===== config.mk =====
export PLATFORM = sky130hd
export DESIGN_NAME = gpio_bank_with_pin_interrupts_unit
export DESIGN_NICKNAME = d
export VERILOG_FILES = /design/src/sv/gpb_pkg.sv /design/src/sv/gpb_regs.sv /design/src/sv/gpb_out_buf.sv /design/src/sv/gpio_bank_with_pin_interrupts_unit.sv
export SDC_FILE = /design/constraint.sdc
export NUM_CORES = 1
export LEC_CHECK = 0
export ABC_CLOCK_PERIOD_IN_PS = 10550
export BUFFER_PORTS_ARGS = -buffer_cell sky130_fd_sc_hd__buf_4
export CAP_MARGIN = 20
export CORE_MARGIN = 5
export CORE_UTILIZATION = 36
export CTS_CLUSTER_SIZE = 12
export DETAILED_ROUTE_END_ITERATION = 12
export PLACE_DENSITY_LB_ADDON = 0.3
export SLEW_MARGIN = 0
export SYNTH_ARGS = -nofsm -noshare
export SYNTH_HDL_FRONTEND = slang
export SYNTH_SLANG_ARGS = --single-unit

===== constraint.sdc =====
create_clock -name clk -period 10.55 [get_ports clk]
set_input_delay 3.165 -clock clk [delete_from_list [all_inputs] [get_ports clk]]
set_output_delay 3.165 -clock clk [all_outputs]
set_load 0.03 [all_outputs]

===== src/sv/gpb_pkg.sv =====
`timescale 1ns / 1ps
// ----------------------------------------------------------------------------
// gpb_pkg
// shared types, request and register codes, and a mask helper for the gpio
// bank with pin interrupts
// ----------------------------------------------------------------------------
package gpb_pkg;

  localparam int unsigned GPB_WORD_W    = 32;
  localparam int unsigned GPB_PIN_COUNT = 32;
  localparam int unsigned GPB_HALF_PINS = 16;

  // request types
  localparam logic [1:0] REQ_READ  = 2'd0;
  localparam logic [1:0] REQ_WRITE = 2'd1;
  localparam logic [1:0] REQ_TICK  = 2'd2;

  // register map
  localparam logic [2:0] REG_DATA      = 3'd0;
  localparam logic [2:0] REG_DIRECTION = 3'd1;
  localparam logic [2:0] REG_COND_LOW  = 3'd2;
  localparam logic [2:0] REG_COND_HIGH = 3'd3;
  localparam logic [2:0] REG_MASK      = 3'd4;
  localparam logic [2:0] REG_STATUS    = 3'd5;
  localparam logic [2:0] REG_BOTH_EDGE = 3'd6;

  // per-pin interrupt conditions
  localparam logic [1:0] COND_LOW_LEVEL  = 2'd0;
  localparam logic [1:0] COND_HIGH_LEVEL = 2'd1;
  localparam logic [1:0] COND_RISE       = 2'd2;
  localparam logic [1:0] COND_FALL       = 2'd3;

  typedef struct packed {
    logic [1:0]            req_type;
    logic [2:0]            reg_index;
    logic [GPB_WORD_W-1:0] write_data;
    logic [GPB_WORD_W-1:0] pin_levels;
  } gpb_in_t;

  typedef struct packed {
    logic [GPB_WORD_W-1:0] read_data;
    logic                  irq_low_half;
    logic                  irq_high_half;
    logic [GPB_WORD_W-1:0] pin_drive;
    logic [GPB_WORD_W-1:0] pin_out_enable;
  } gpb_out_t;

  // word with the low n bits set
  function automatic logic [GPB_WORD_W-1:0] ones_mask(int unsigned n);
    logic [GPB_WORD_W-1:0] m;
    m = '0;
    for (int unsigned i = 0; i < GPB_WORD_W; i++) begin
      m[i] = (i < n);
    end
    return m;
  endfunction

endpackage


===== src/sv/gpb_regs.sv =====
`timescale 1ns / 1ps
// ----------------------------------------------------------------------------
// gpb_regs
// bus-mapped register file, pin edge/level detection and result formation
// ----------------------------------------------------------------------------
module gpb_regs
  import gpb_pkg::*;
#(
  parameter int unsigned PIN_COUNT = GPB_PIN_COUNT
) (
  input  logic     clk,
  input  logic     rst_n,
  input  logic     accept,
  input  gpb_in_t  item,
  output gpb_out_t result
);

  localparam int unsigned LoPins = (PIN_COUNT < GPB_HALF_PINS) ? PIN_COUNT : GPB_HALF_PINS;
  localparam int unsigned HiPins = (PIN_COUNT > GPB_HALF_PINS) ? PIN_COUNT - GPB_HALF_PINS : 0;
  localparam logic [GPB_WORD_W-1:0] PinMask    = ones_mask(PIN_COUNT);
  localparam logic [GPB_WORD_W-1:0] CondLoMask = ones_mask(2 * LoPins);
  localparam logic [GPB_WORD_W-1:0] CondHiMask = ones_mask(2 * HiPins);

  logic [GPB_WORD_W-1:0] data_r,      data_nxt;
  logic [GPB_WORD_W-1:0] dir_r,       dir_nxt;
  logic [GPB_WORD_W-1:0] cond_lo_r,   cond_lo_nxt;
  logic [GPB_WORD_W-1:0] cond_hi_r,   cond_hi_nxt;
  logic [GPB_WORD_W-1:0] mask_r,      mask_nxt;
  logic [GPB_WORD_W-1:0] status_r,    status_nxt;
  logic [GPB_WORD_W-1:0] both_r,      both_nxt;
  logic [GPB_WORD_W-1:0] prev_pins_r, prev_pins_nxt;

  logic [GPB_WORD_W-1:0] cur_pins;
  logic [GPB_WORD_W-1:0] match;
  logic [GPB_WORD_W-1:0] read_word;
  logic [GPB_WORD_W-1:0] active;

  assign cur_pins = item.pin_levels & PinMask;

  // per-pin condition match against the last sampled levels
  always_comb begin
    logic [GPB_WORD_W-1:0] word;
    logic [1:0]            cond;
    word  = '0;
    cond  = COND_LOW_LEVEL;
    match = '0;
    for (int unsigned i = 0; i < GPB_WORD_W; i++) begin
      word = (i < GPB_HALF_PINS) ? cond_lo_r : cond_hi_r;
      cond = word[2 * (i % GPB_HALF_PINS) +: 2];
      if (both_r[i]) begin
        match[i] = cur_pins[i] ^ prev_pins_r[i];
      end else begin
        unique case (cond)
          COND_LOW_LEVEL:  match[i] = !cur_pins[i];
          COND_HIGH_LEVEL: match[i] = cur_pins[i];
          COND_RISE:       match[i] = !prev_pins_r[i] && cur_pins[i];
          COND_FALL:       match[i] = prev_pins_r[i] && !cur_pins[i];
          default:         match[i] = 1'b0;
        endcase
      end
    end
    match = match & PinMask;
  end

  // register read mux
  always_comb begin
    unique case (item.reg_index)
      REG_DATA:      read_word = data_r;
      REG_DIRECTION: read_word = dir_r;
      REG_COND_LOW:  read_word = cond_lo_r;
      REG_COND_HIGH: read_word = cond_hi_r;
      REG_MASK:      read_word = mask_r;
      REG_STATUS:    read_word = status_r;
      REG_BOTH_EDGE: read_word = both_r;
      default:       read_word = '0;
    endcase
  end

  // next state for the accepted transaction
  always_comb begin
    data_nxt      = data_r;
    dir_nxt       = dir_r;
    cond_lo_nxt   = cond_lo_r;
    cond_hi_nxt   = cond_hi_r;
    mask_nxt      = mask_r;
    status_nxt    = status_r;
    both_nxt      = both_r;
    prev_pins_nxt = prev_pins_r;
    unique case (item.req_type)
      REQ_WRITE: begin
        unique case (item.reg_index)
          REG_DATA:      data_nxt    = item.write_data & PinMask;
          REG_DIRECTION: dir_nxt     = item.write_data & PinMask;
          REG_COND_LOW:  cond_lo_nxt = item.write_data & CondLoMask;
          REG_COND_HIGH: cond_hi_nxt = item.write_data & CondHiMask;
          REG_MASK:      mask_nxt    = item.write_data & PinMask;
          REG_STATUS:    status_nxt  = status_r & ~item.write_data;
          REG_BOTH_EDGE: both_nxt    = item.write_data & PinMask;
          default:       ;
        endcase
      end
      REQ_TICK: begin
        status_nxt    = status_r | match;
        prev_pins_nxt = cur_pins;
      end
      default: ;
    endcase
  end

  always_ff @(posedge clk) begin
    if (!rst_n) begin
      data_r      <= '0;
      dir_r       <= '0;
      cond_lo_r   <= '0;
      cond_hi_r   <= '0;
      mask_r      <= '0;
      status_r    <= '0;
      both_r      <= '0;
      prev_pins_r <= '0;
    end else if (accept) begin
      data_r      <= data_nxt;
      dir_r       <= dir_nxt;
      cond_lo_r   <= cond_lo_nxt;
      cond_hi_r   <= cond_hi_nxt;
      mask_r      <= mask_nxt;
      status_r    <= status_nxt;
      both_r      <= both_nxt;
      prev_pins_r <= prev_pins_nxt;
    end
  end

  // result reflects the state after this transaction
  assign active = status_nxt & mask_nxt;

  always_comb begin
    result.read_data      = (item.req_type == REQ_READ) ? read_word : '0;
    result.irq_low_half   = |active[GPB_HALF_PINS-1:0];
    result.irq_high_half  = |active[GPB_WORD_W-1:GPB_HALF_PINS];
    result.pin_drive      = data_nxt;
    result.pin_out_enable = dir_nxt;
  end

`ifndef SYNTHESIS
  // no status bit ever appears for a missing pin
  a_status_in_range: assert property (@(posedge clk) disable iff (!rst_n)
    (status_r & ~PinMask) == '0)
    else $error("status bit set above pin count");

  // a tick leaves the sampled levels behind for the next edge compare
  a_tick_samples: assert property (@(posedge clk) disable iff (!rst_n)
    (accept && item.req_type == REQ_TICK) |=> prev_pins_r == $past(cur_pins))
    else $error("previous pin levels not captured on tick");

  // status bits only rise on a tick
  a_status_sets_on_tick: assert property (@(posedge clk) disable iff (!rst_n)
    !(accept && item.req_type == REQ_TICK) |=> (status_r & ~$past(status_r)) == '0)
    else $error("status bit set outside a tick");
`endif

endmodule


===== src/sv/gpb_out_buf.sv =====
`timescale 1ns / 1ps
// ----------------------------------------------------------------------------
// gpb_out_buf
// two-entry result buffer: output register plus skid register
// ----------------------------------------------------------------------------
module gpb_out_buf
  import gpb_pkg::*;
(
  input  logic     clk,
  input  logic     rst_n,
  input  logic     push,
  input  gpb_out_t push_data,
  output logic     full,
  output logic     out_valid,
  input  logic     out_stall,
  output gpb_out_t out_data
);

  logic     out_valid_r,  out_valid_nxt;
  logic     skid_valid_r, skid_valid_nxt;
  gpb_out_t out_data_r;
  gpb_out_t skid_data_r;
  logic     pop;
  logic     load_out;

  assign pop      = out_valid_r && !out_stall;
  assign load_out = !out_valid_r || pop;

  always_comb begin
    out_valid_nxt  = out_valid_r;
    skid_valid_nxt = skid_valid_r;
    if (load_out) begin
      out_valid_nxt  = skid_valid_r || push;
      skid_valid_nxt = 1'b0;
    end else if (push) begin
      skid_valid_nxt = 1'b1;
    end
  end

  always_ff @(posedge clk) begin
    if (!rst_n) begin
      out_valid_r  <= 1'b0;
      skid_valid_r <= 1'b0;
    end else begin
      out_valid_r  <= out_valid_nxt;
      skid_valid_r <= skid_valid_nxt;
    end
  end

  // payload, no reset
  always_ff @(posedge clk) begin
    if (load_out) begin
      out_data_r <= skid_valid_r ? skid_data_r : push_data;
    end else if (push) begin
      skid_data_r <= push_data;
    end
  end

  assign full      = skid_valid_r;
  assign out_valid = out_valid_r;
  assign out_data  = out_data_r;

`ifndef SYNTHESIS
  // skid only fills behind a held output
  a_skid_behind_out: assert property (@(posedge clk) disable iff (!rst_n)
    skid_valid_r |-> out_valid_r)
    else $error("skid holds a transaction with output empty");

  // never push into a full buffer
  a_no_overflow: assert property (@(posedge clk) disable iff (!rst_n)
    skid_valid_r |-> !push)
    else $error("push while skid is occupied");

  // a stalled result stays valid and unchanged
  a_stall_holds: assert property (@(posedge clk) disable iff (!rst_n)
    (out_valid_r && out_stall) |=> (out_valid_r && $stable(out_data_r)))
    else $error("stalled result dropped or changed");
`endif

endmodule


===== src/sv/gpio_bank_with_pin_interrupts_unit.sv =====
`timescale 1ns / 1ps
// ----------------------------------------------------------------------------
// gpio_bank_with_pin_interrupts_unit
// 32-pin gpio bank: bus-mapped registers, per-pin edge/level interrupt
// detection and two combined interrupt lines, one result per transaction
// ----------------------------------------------------------------------------
// each result is registered in the output register (or skid, when stalled)
// throughput: one transaction per cycle, sustained while out_stall is low
// in_stall rises only after two results are waiting (output and skid full)
// reset (rst_n low, synchronous) clears every register and previous pin level
// to zero and empties the result buffer
module gpio_bank_with_pin_interrupts_unit
  import gpb_pkg::*;
#(
  parameter int unsigned PIN_COUNT = GPB_PIN_COUNT
) (
  input  logic     clk,
  input  logic     rst_n,
  input  logic     in_valid,
  output logic     in_stall,
  input  gpb_in_t  in_data,
  output logic     out_valid,
  input  logic     out_stall,
  output gpb_out_t out_data
);

  logic     in_accept;
  logic     buf_full;
  gpb_out_t result;

  // stall is a register output, so no path runs from out_stall to in_stall
  assign in_stall  = buf_full;
  assign in_accept = in_valid && !buf_full;

  // state update and result formation in the cycle of acceptance
  gpb_regs #(
    .PIN_COUNT(PIN_COUNT)
  ) u_regs (
    .clk    (clk),
    .rst_n  (rst_n),
    .accept (in_accept),
    .item   (in_data),
    .result (result)
  );

  // result register with a skid entry so input keeps flowing under one stall
  gpb_out_buf u_out_buf (
    .clk       (clk),
    .rst_n     (rst_n),
    .push      (in_accept),
    .push_data (result),
    .full      (buf_full),
    .out_valid (out_valid),
    .out_stall (out_stall),
    .out_data  (out_data)
  );

endmodule

==> results of run 1 <==
[routing by layer]
layer | global-route usage | wire (um)
met5 | 0 | 0
met4 | 0.06252 | 2149
met3 | 0.05660 | 7492
met2 | 0.3240 | 32920
met1 | 0.3241 | 35080
[per-stage QoR]
stage	area (um2)	power [mW]	setup WS [ns]	utilization	hold WS (ns)
global placement	24560	2.532	3.878	0.3965	0.4611
floorplan	22590	2.316	0.2484	-	0.4442
finish	26170	4.232	4.285	0.4226	0.4790
global route	26170	4.371	4.116	0.4225	0.5007
detailed placement	24560	2.545	3.764	0.3965	0.4695
CTS	26140	4.258	4.406	0.4220	0.4774
[where the power goes]
group / total (mW) / switching, mW / leakage [nW] / internal [mW]
registers: 1.97 / 0.0494 / 4.07 / 1.92
clock network: 1.72 / 0.741 / 0.774 / 0.977
logic: 0.541 / 0.347 / 5.04 / 0.193
[cells in the final DEF (no fill, tap or decap), types with 60 or more instances in the layout]
master / count
dfxtp_1: 258
a21boi_1: 60
nor3b_1: 65
buf_4: 194
nor2_1: 189
ha_1: 67
edfxtp_1: 196
nand2_1: 486
inv_1: 128
mux2i_1: 81
mux2_2: 152
a21boi_0: 101
[critical path: stages]
cell,delay (ns)
buf_4,0.39
nor2b_1,0.90
and2_2,1.03
mux2i_1,0.30
o22ai_1,0.09
nor4_1,0.48
a31oi_1,0.16
[registers in the layout, summed over array words and instances, names as in the netlist]
register               cells
u_out_buf.out_data        98
u_out_buf.skid_data_r     98
u_regs.both_r             32
u_regs.cond_hi_r          32
u_regs.cond_lo_r          32
u_regs.data_r             32
u_regs.dir_r              32
u_regs.mask_r             32
u_regs.prev_pins_r        32
u_regs.status_r           32
u_out_buf.full             1
u_out_buf.out_valid        1
[layout make-up]
| type | instances | area, um2 | share of cell area |
|---|---|---|---|
| diodes | 2 | 5.005 | 0.0001912 |
| multi-input cells | 1570 | 10510 | 0.4014 |
| inverters | 130 | 489.2 | 0.01869 |
| well taps | 837 | 1047 | 0.04001 |
| clock buffers | 74 | 1411 | 0.05392 |
| clock inverters | 18 | 168.9 | 0.006453 |
| flip-flops and latches | 454 | 11050 | 0.4222 |
| repair buffers | 196 | 1495 | 0.05712 |
[worst min-delay path by stage]
stage,slack (ns),cells past startpoint,startpoint,to
3_5_place_dp,0.47,2,u_regs.mask_r[7]$_SDFFE_PN0P_,u_regs.mask_r[7]$_SDFFE_PN0P_
5_1_grt,0.50,2,u_regs.mask_r[4]$_SDFFE_PN0P_,u_regs.mask_r[4]$_SDFFE_PN0P_
6_report,0.48,2,u_regs.mask_r[7]$_SDFFE_PN0P_,u_regs.mask_r[7]$_SDFFE_PN0P_
4_1_cts,0.48,2,u_regs.mask_r[7]$_SDFFE_PN0P_,u_regs.mask_r[7]$_SDFFE_PN0P_
3_3_place_gp,0.46,2,u_regs.mask_r[21]$_SDFFE_PN0P_,u_regs.mask_r[21]$_SDFFE_PN0P_
2_1_floorplan,0.44,2,u_regs.mask_r[10]$_SDFFE_PN0P_,u_regs.mask_r[10]$_SDFFE_PN0P_
[kinds of logic after synthesis]
logic type | Yosys count
compound gates | 440
xor+xnor | 2
fa+ha+maj | 67
buf+inv | 285
flops | 454
mux | 247
simple gates | 814
==> flow_summary.yaml, run 1 <==
critical_path:
  start_kind: "primary input"
  cp-end-kind: "flop"
  required_ns: 10.84
  timing.rr.start: "u_out_buf.full$_SDFFE_PP0P_"
  critPathKind: "in -> reg"
  crit_fanout: 39
  startpoint: "in_data[66]"
  reg2reg_depth: 5
  critPathArrivalTime_ns: 6.56
  endpoint: "u_out_buf.out_data[64]$_DFFE_PP_"
  timing.rr.end: "u_out_buf.skid_data_r[87]$_DFFE_PP_"
  rrSetupSlack_ns: 7.03
pwr:
  power.leakage_nw: 9.877
  max-vdd-ir-drop_uv: 114.8
  p_per_area_nw_per_um2: 161.7
synth:
  syn_area_um2: 22590
  synth_top_area_frac: 0.2606
  synth.most_common_cell: "nand2_1"
  synth.top_cells.by_area: "edfxtp_1 26%, dfxtp_1 23%, nand2_1 8.1%"
  async_reset_ff_frac: 0
  ys.flop_type: "dfxtp_1"
  avgSynthCellArea_um2: 9.783
  yosysWarnings: 0
  synth_compound_area_frac: 0.1432
  synth_top_area_cell: "edfxtp_1"
  synth_edf_count: 196
  yosys.area_share.simple: 0.1539
  yosys-top-cells-count: "490 x nand2_1, 258 x dfxtp_1, 196 x edfxtp_1"
  syn_inst: 2309
  synthMuxAreaShare: 0.1256
  synthAdderAreaFrac: 0.03711
  synth_cell_types: 47
  syn-num-nets: 2449
  ys_seq_elements: 454
  ys_seq_area_frac: 0.4892
  synth_top_family_by_area: "simple AND/OR/NAND/NOR gates"
  synth-xor-area-share: 0.0007755
finish:
  areaGrowthSynthToFinish_pct: 15.87
  fillers: 5937
  stdcell_count: 3281
  drive_above_1_share: 0.1863
  final_nets: 2541
place:
  routabilityCongestion: 0.9150
  dp_cells: 3186
  io_buffers: 172
  dp_hpwl_um: 52400
route:
  wire_per_inst_um: 23.66
  firstDrtPassIters: 5
  viasPerCell: 5.558
  detail-route-antenna-nets: 0
  drt-total-wl_um: 77640
  vias: 18240
  drcViolationCount: 0
  initialDrtViolationCount: 1781
floorplan:
  rows: 91
  die_area_um2: 67860
  chipWidth_um: 260.5
  die_h_um: 260.5
  coreArea_um2: 61940
  start_util: 0.3647
  boundaryPins: 173
clocking:
  htree_levels: 2
  postCtsHoldBufs: 0
  cts_root_buf: "clkbuf_16"
  cts_sinks: 454
  postCtsSetupBuffers: 0
  clock_latency_ns: 0.60
  path_clk_slew_ns: 0.06
  numCtsBuffers: 49
  post_cts_resize_count: 0
  cts_tree: "yes"
  cts.path.max_buffers: 3
job:
  maxCapViolations: 0
global_route:
  grt_use_total: 0.2213
  grt_pass1_vias: 17380
  antenna_found_initial: 4
  grt_pass1_wl_um: 114500
  grt_max_degree: 165
  grt-ovfl-total: 0
hold_path:
  hold_class: "reg -> reg"
sta:
  tightest_slew_ns: 1.164
  relSlewSlack: 0.2233
  setup_viol: 0
  drv_slew: 0
  min_period_ns: 6.265
  fmax_mhz: 159.6
  tns_ns: 0
  fin_skew_ns: 0.01240
  rsz0062_at_grt: "false"
  period_share: 0.5938
  hold_viol_final: 0
status:
  run_status: "complete, no violations"
(Power assumes the default switching activity.)
==> run 2: changes to the inputs <==
--- a/config.mk
+++ b/config.mk
@@ -5,7 +5,7 @@
 export SDC_FILE = /design/constraint.sdc
 export NUM_CORES = 1
 export LEC_CHECK = 0
-export ABC_CLOCK_PERIOD_IN_PS = 10550
+export ABC_CLOCK_PERIOD_IN_PS = 6000
 export BUFFER_PORTS_ARGS = -buffer_cell sky130_fd_sc_hd__buf_4
 export CAP_MARGIN = 20
 export CORE_MARGIN = 5
==> constraint.sdc (replaced) <==
create_clock -name clk -period 6 [get_ports clk]
set_input_delay 1.8 -clock clk [delete_from_list [all_inputs] [get_ports clk]]
set_output_delay 1.8 -clock clk [all_outputs]
set_load 0.03 [all_outputs]
==> flow_summary.yaml, run 2 (synthesis results as in run 1) <==
status:
  run_status: "complete, no violations"
pwr:
  max-vdd-ir-drop_uv: 208.4
  p_per_area_nw_per_um2: 283.4
  power.leakage_nw: 9.932
hold_path:
  hold_class: "reg -> reg"
  whs_path_depth: 2
  hold_path_end: "u_regs.mask_r[21]$_SDFFE_PN0P_"
  min-delay-start: "u_regs.mask_r[21]$_SDFFE_PN0P_"
global_route:
  antenna_found_initial: 1
  grt_pass1_wl_um: 115900
  grt_use_total: 0.2242
  grt_pass1_vias: 17680
  grt_max_degree: 145
  grt-ovfl-total: 0
critical_path:
  timing.rr.start: "u_out_buf.full$_SDFFE_PP0P_"
  required_ns: 6.32
  start_kind: "primary input"
  critPathArrivalTime_ns: 4.86
  crit_fanout: 18
  reg2reg_depth: 5
  cp-end-kind: "flop"
  timing.rr.end: "u_regs.status_r[9]$_SDFFE_PN0P_"
  critPathKind: "in -> reg"
  rrSetupSlack_ns: 3.15
clocking:
  post_cts_resize_count: 0
  cts_tree: "yes"
  postCtsSetupBuffers: 0
  cts_sinks: 454
  htree_levels: 2
  path_clk_slew_ns: 0.06
  postCtsHoldBufs: 0
  cts_root_buf: "clkbuf_16"
  clock_latency_ns: 0.61
  numCtsBuffers: 50
  cts.path.max_buffers: 3
finish:
  regArea_um2: 11050
  drive_above_1_share: 0.1884
  layout_commonest_cell: "nand2_1"
  multi_input_area_um2: 10500
  final_cell_mix: "486 x nand2_1, 258 x dfxtp_1, 202 x buf_4"
  fillers: 5964
  stdcell_count: 3290
  final_area_um2: 26250
  final_nets: 2551
  areaGrowthSynthToFinish_pct: 16.19
floorplan:
  die_area_um2: 67860
  coreArea_um2: 61940
  rows: 91
  boundaryPins: 173
  die_h_um: 260.5
  chipWidth_um: 260.5
  start_util: 0.3647
sta:
  relSlewSlack: 0.2654
  drv_slew: 0
  hold_viol_final: 0
  fmax_mhz: 220.3
  tightest_slew_ns: 1.101
  fin_skew_ns: 0.02460
  tns_ns: 0
  whs_ns: 0.4757
  rsz0062_at_grt: "false"
  min_period_ns: 4.540
  period_share: 0.7567
  setup_viol: 0
route:
  detail-route-antenna-nets: 0
  firstDrtPassIters: 5
  initialDrtViolationCount: 1786
  wire_per_inst_um: 23.87
  drcViolationCount: 0
  viasPerCell: 5.535
  drt-total-wl_um: 78520
  vias: 18210
place:
  io_buffers: 172
  dp_cells: 3196
  dp_hpwl_um: 53080
  dpl_cell_area_um2: 24650
  routabilityCongestion: 0.9157
job:
  maxCapViolations: 0
==> run 2: cell types whose count changed in the layout (fill, tap and decap cells not counted), moves of 2 or more <==
cell and delta:
clkbuf_8 +5, clkinv_2 -3, buf_4 +8, clkinv_1 +2
buf_12 +2, bufinv_16 -2, clkinvlp_4 -2
==> run 2: where the power goes <==
group	total, mW	leakage (nW)	internal (mW)	switching (mW)
combinational	0.957	5.08	0.341	0.616
sequential	3.47	4.07	3.38	0.0832
clock	3.02	0.786	1.72	1.30
==> run 2: layout make-up <==
type | instances | area share
timing repair buffer | 205 | 0.05973
inverter | 130 | 0.01864
tap | 837 | 0.03990
sequential | 454 | 0.4210
clock buffer | 79 | 0.05721
clock inverter | 14 | 0.003337
antenna | 1 | 0.00009534
multi-input combinational | 1570 | 0.4001
==> run 2: metrics by stage <==
step	utilization	total power [mW]	setup slack, ns
detailed placement	0.3980	4.479	0.9596
finish	0.4237	7.439	1.460
CTS	0.4237	7.482	1.596
global placement	0.3980	4.455	0.9970
floorplan	-	4.068	0.4771
global route	0.4237	7.693	1.375
==> run 2: worst max-delay path by stage <==
| stage | from | endpoint | slack (ns) |
|---|---|---|---|
| after floorplan | out_stall | u_out_buf.skid_data_r[0]$_DFFE_PP_ | 0.48 |
| after global placement | in_data[67] | u_out_buf.out_data[64]$_DFFE_PP_ | 1.0 |
| after detailed placement | in_data[67] | u_out_buf.out_data[64]$_DFFE_PP_ | 0.96 |
| after CTS | in_data[67] | u_out_buf.out_data[64]$_DFFE_PP_ | 1.60 |
| after global routing | in_data[68] | u_out_buf.out_data[64]$_DFFE_PP_ | 1.38 |
| final | in_data[67] | u_out_buf.out_data[64]$_DFFE_PP_ | 1.46 |
==> run 2: critical path, cell delays in order <==
cell,delay (ns)
buf_4,0.09
inv_1,0.05
ha_1,0.30
nor3b_4,0.94
buf_4,0.40
a311oi_1,0.09
a31oi_1,0.35
o22ai_1,0.17
nor4_1,0.51
a31oi_1,0.15
==> run 2: routing by layer <==
metal | vias up | share of wire | track usage
met1 | 8996 | 0.46 | 0.3308
met4 | 0 | 0.022 | 0.05518
li1 | 8326 | - | -
met5 | - | 0 | 0
met3 | 104 | 0.091 | 0.05224
met2 | 785 | 0.43 | 0.3331
